==> config.mk <==
export PLATFORM = sky130hd
export DESIGN_NAME = gpf_sqrt_pipe
export DESIGN_NICKNAME = d
export VERILOG_FILES = /design/src/hdl/gravity_pair_force_core_macros.svh /design/src/hdl/gpf_pkg.sv /design/src/hdl/gpf_sqrt_pipe.sv
export SDC_FILE = /design/constraint.sdc
export NUM_CORES = 2
export LEC_CHECK = 0
export BUFFER_PORTS_ARGS = -buffer_cell sky130_fd_sc_hd__buf_2
export CAP_MARGIN = 15
export CORE_UTILIZATION = 55
export CTS_CLUSTER_DIAMETER = 50
export CTS_CLUSTER_SIZE = 14
export DETAILED_ROUTE_END_ITERATION = 16
export PLACE_DENSITY = 0.74
export SLEW_MARGIN = 5
export SYNTH_ARGS = -nofsm -noshare
export SYNTH_HDL_FRONTEND = slang
export SYNTH_MEMORY_MAX_BITS = 65536
export SYNTH_SLANG_ARGS = --single-unit
==> constraint.sdc <==
create_clock -name aclk -period 8.75 [get_ports aclk]
set_clock_uncertainty 0.2 [all_clocks]
set_input_delay 1.3125 -clock aclk [delete_from_list [all_inputs] [get_ports aclk]]
set_output_delay 1.3125 -clock aclk [all_outputs]
set_load 0.01 [all_outputs]
==> src/hdl/gravity_pair_force_core_macros.svh <==
// Assertion helpers for the gravity pair force core
`ifndef GRAVITY_PAIR_FORCE_CORE_MACROS_SVH
`define GRAVITY_PAIR_FORCE_CORE_MACROS_SVH

// Same-cycle implication, checked out of reset
`define GPF_ASSERT_NOW(label, ante, cons, msg) \
    label: assert property (@(posedge aclk) disable iff (!aresetn) (ante) |-> (cons)) \
        else $error(msg);

// Next-cycle implication, checked out of reset
`define GPF_ASSERT_NEXT(label, ante, cons, msg) \
    label: assert property (@(posedge aclk) disable iff (!aresetn) (ante) |=> (cons)) \
        else $error(msg);

`endif

==> src/hdl/gpf_pkg.sv <==
package gpf_pkg;

    // G = 6.67384 in Q16.16
    localparam logic [18:0] GRAV_Q16 = 19'd437377;

    localparam int SQ_W       = 66;   // dx^2 + dy^2
    localparam int ROOT_W     = 33;   // floor square root
    localparam int NUM_W      = 116;  // G * m1 * m2 * |d|
    localparam int DEN_W      = 99;   // len^3
    localparam int Q_W        = 48;   // quotient bits kept

    localparam int GPF_SQRT_LAT = ROOT_W;        // one root bit a stage
    localparam int GPF_DIV_LAT  = Q_W + 1;       // range check, then a bit a stage
    localparam int GPF_LAT      = 4 + GPF_SQRT_LAT + 4 + GPF_DIV_LAT + 1;

    localparam logic [47:0] POS_LIM = 48'h7FFF_FFFF_FFFF;
    localparam logic [47:0] NEG_LIM = 48'h8000_0000_0000;

    // per-pair data carried alongside the root pipeline
    typedef struct packed {
        logic [32:0] ax;
        logic [32:0] ay;
        logic [31:0] bm;
        logic        sx;
        logic        sy;
        logic        zero;
        logic        self;
    } side_t;

    // sign and special-case flags carried alongside the dividers
    typedef struct packed {
        logic sx;
        logic sy;
        logic zero;
        logic self;
    } flag_t;

endpackage

==> src/hdl/gpf_sqrt_pipe.sv <==
module gpf_sqrt_pipe (
    input  logic                         aclk,
    input  logic                         en,
    input  logic [gpf_pkg::SQ_W-1:0]     sq,
    output logic [gpf_pkg::ROOT_W-1:0]   root
);
    import gpf_pkg::*;

    localparam int REM_W = ROOT_W + 4;

    logic [REM_W-1:0]  rem_reg  [GPF_SQRT_LAT];
    logic [ROOT_W-1:0] rt_reg   [GPF_SQRT_LAT];
    logic [SQ_W-1:0]   x_reg    [GPF_SQRT_LAT];

    // one root bit per stage, two radicand bits consumed each time
    for (genvar j = 0; j < GPF_SQRT_LAT; j++) begin : g_stage
        logic [REM_W-1:0]  rem_in;
        logic [ROOT_W-1:0] rt_in;
        logic [SQ_W-1:0]   x_in;
        logic [REM_W-1:0]  rem_sh;
        logic [REM_W-1:0]  trial;
        logic [REM_W-1:0]  rem_next;
        logic [ROOT_W-1:0] rt_next;

        if (j == 0) begin : g_first
            assign rem_in = '0;
            assign rt_in  = '0;
            assign x_in   = sq;
        end else begin : g_rest
            assign rem_in = rem_reg[j-1];
            assign rt_in  = rt_reg[j-1];
            assign x_in   = x_reg[j-1];
        end

        always_comb begin
            rem_sh = {rem_in[REM_W-3:0], x_in[SQ_W-1:SQ_W-2]};
            trial  = REM_W'({rt_in, 2'b01});
            if (rem_sh >= trial) begin
                rem_next = rem_sh - trial;
                rt_next  = {rt_in[ROOT_W-2:0], 1'b1};
            end else begin
                rem_next = rem_sh;
                rt_next  = {rt_in[ROOT_W-2:0], 1'b0};
            end
        end

        always_ff @(posedge aclk) begin
            if (en) begin
                rem_reg[j] <= rem_next;
                rt_reg[j]  <= rt_next;
                x_reg[j]   <= {x_in[SQ_W-3:0], 2'b00};
            end
        end
    end

    assign root = rt_reg[GPF_SQRT_LAT-1];

endmodule

==> impl_metrics.ini <==
[route]
ant_nets = 0
first_iter_violations = 7383
wire_per_inst_um = 19.74
drt_wl_total_mm = 261.9
drtPass1Iterations = 6
remaining_drc_errors = 0
routed_via_density = 5.799
vias = 76970

[sta]
period_share = 0.5303
timing.final.ws_setup_ns = 4.110
tightest_slew_ns = 1.188
clock.fmax_ghz = 0.2155
totalNegativeSetupSlack_ns = 0
fin_crit_ns = 4.640
maxSlewHeadroom = 0.1976
setup_viol = 0
hold_viol_final = 0
maxSlewViolCount = 0
rsz0062_at_grt = false

[cells_and_area]
multi_input_area_um2 = 41730
mostFrequentLayoutCell = edfxtp_1
final_layout_size_suffix_gt1_frac = 0.07680
final_area_um2 = 139400
area_delta_synth_final_pct = 10.71
utilization = 0.6127
final_cell_mix = 2684 x edfxtp_1, 768 x inv_1, 719 x nand2_1
seq_area_um2 = 80600
fillers = 17320
nNetsFinal = 10760
largest_reg_flops = 1067

[pwr]
powerDensity_nw_per_um2 = 264.8
ir_drop_v = 0.0001967
leakagePower_uw = 0.05301

[placed_design]
gp_congestion = 0.9571
dpl.hpwl_mm = 188.4
pre_cts_slack_ns = 4.286
port_buffers = 100
post_dp_cell_area_um2 = 130100

[run]
drv_cap = 0

[floorplanning]
die_y_um = 480.4
die_area_um2 = 230800
io_pins = 101
rows = 175
core_area_um2 = 227500
start_util = 0.5534
die_x_um = 480.4

[cts]
cts_max_path_buffers = 4
cts_made_buffers = 302
cts_tree = done
cts_sinks = 2684
cts-root-buf = clkbuf_16
cts-htree-levels = 5
cts_resized = 0
clock_latency_ns = 0.98
cts_hold_buf = 0
post_cts_buffers = 0
path_clk_slew_ns = 0.06

[grt]
grt_overflow = 0
antenna_found_initial = 4
grt_pass1_vias = 74360
track_usage = 0.2249
grt_pass1_wl_mm = 410.8
grt_max_degree = 201

[logic_synthesis]
synthesis.instances = 9846
synth-seq-cells = 2684
ys.flop_type = edfxtp_1
yosysUniqueCellTypes = 86
synth_area_per_cell_um2 = 12.79
async_reset_ff_frac = 0
synth_warnings = 0
syn_nets = 10510
synth-edff-count = 2684
seq_area_frac_synth = 0.6402
synth_area_um2 = 125900

[min_path]
hp-class = reg -> reg

[worst_setup_path]
critical_path_class = reg -> reg
arrival_ns = 5.12
cp_slowest_cell = a2111oi_0
worstPathMaxFanout = 24
end_kind = flop
critPathMostFrequentCell = o21a_1
crit_family = compound AO/OA/AOI/OAI gates
critPathRequiredTime_ns = 9.23
crit_chain = ha_1 > o21a_1 > o21a_1 > o21ai_0 > nand3_1 > a21o_1 > a2111oi_0 > nor2b_1 > clkinv_1 > mux2_2
crit_buf_inv = 1
cp-start-kind = flop
critical-path-max-stage-delay_ns = 0.84

[outcome]
status = complete, no violations
==> synth_stat cells (all sizes together) (111+ instances only) <==
master,instances,share of area
edfxtp,2684,0.64
or3,111,0.0055
nor2,549,0.016
nor3,261,0.010
inv,769,0.023
clkbuf,189,0.0056
nand2b,122,0.0061
xnor2,459,0.032
nor4,145,0.0073
ha,596,0.059
a21o,252,0.015
nand3,173,0.0069
nand4,112,0.0056
o21ai,570,0.023
xor2,440,0.031
nand2,720,0.022
a21oi,566,0.023
==> per-stage QoR <==
step / total power [µW] / cells / hold WS [ns]
3_5_place_dp: 25120 / 12800 / 0.2045
5_1_grt: 38670 / 13270 / 0.2113
6_report: 36910 / 13270 / 0.2012
4_1_cts: 37170 / 13270 / 0.1965
3_3_place_gp: 24970 / 12800 / 0.2002
2_1_floorplan: 22690 / 9846 / 0.2003
==> report_power, final <==
group / leakage, µW / switching [µW] / internal (µW) / total (µW)
combinational: 0.0227 / 4490 / 3130 / 7620
sequential: 0.0258 / 1110 / 16300 / 17400
clock: 0.00451 / 5070 / 6840 / 11900
==> worst register-to-register path, cell delays in order (launching register included) <==
cell and delay [ns]:
edfxtp_1 0.41, ha_1 0.37, o21a_1 0.14, o21a_1 0.20, o21ai_0 0.28, nand3_1 0.21
a21o_1 0.25, a2111oi_0 0.84, nor2b_1 0.33, clkinv_1 0.61, mux2_2 0.51
==> cell families (layout without fill, tap and decap cells) <==
logic type                 count (synthesis)  count (layout)  synth area share
AOI/OAI and AO/OA                       1983            1983           0.09743
DFF                                     2684            2684            0.6402
muxes                                     94              94          0.008319
other                                      1               4        0.00002979
buffers and inverters                    984            1398           0.02952
xor gates and xnor gates                 899             899           0.06254
and+or+nand+nor                         2605            2605            0.1027
adders and majority gates                596             596           0.05923
==> per-layer routing <==
metal	routed length, µm	up-vias	track usage
met5	0	-	0
li1	-	36960	-
met4	7116	0	0.06563
met3	14490	498	0.03569
met1	118300	37320	0.3168
met2	122000	2196	0.3615
==> final cells by class <==
| type | count | area share |
|---|---|---|
| Sequential cell | 2684 | 0.5782 |
| Clock buffer | 317 | 0.05539 |
| Timing Repair Buffer | 160 | 0.008079 |
| Inverter | 771 | 0.02076 |
| Multi-Input combinational cell | 6178 | 0.2994 |
| Tap cell | 3009 | 0.02701 |
| Clock inverter | 150 | 0.01108 |
| Antenna cell | 3 | 0.00005386 |
==> path summary, 6_finish.rpt <==
| check | start | to | slack [ns] | depth (start not counted) |
|---|---|---|---|---|
| worst max register to register | rem_reg[0][407]$_DFFE_PP_ | rem_reg[0][455]$_DFFE_PP_ | 4.11 | 10 |
| worst min register to register | x_reg[0][1060]$_DFFE_PP_ | x_reg[0][1126]$_DFFE_PP_ | 0.20 | 0 |
| worst max-delay path | rem_reg[0][407]$_DFFE_PP_ | rem_reg[0][455]$_DFFE_PP_ | 4.11 | 10 |
| worst min-delay path | x_reg[0][1060]$_DFFE_PP_ | x_reg[0][1126]$_DFFE_PP_ | 0.20 | 0 |
(Power assumes the default switching activity.)
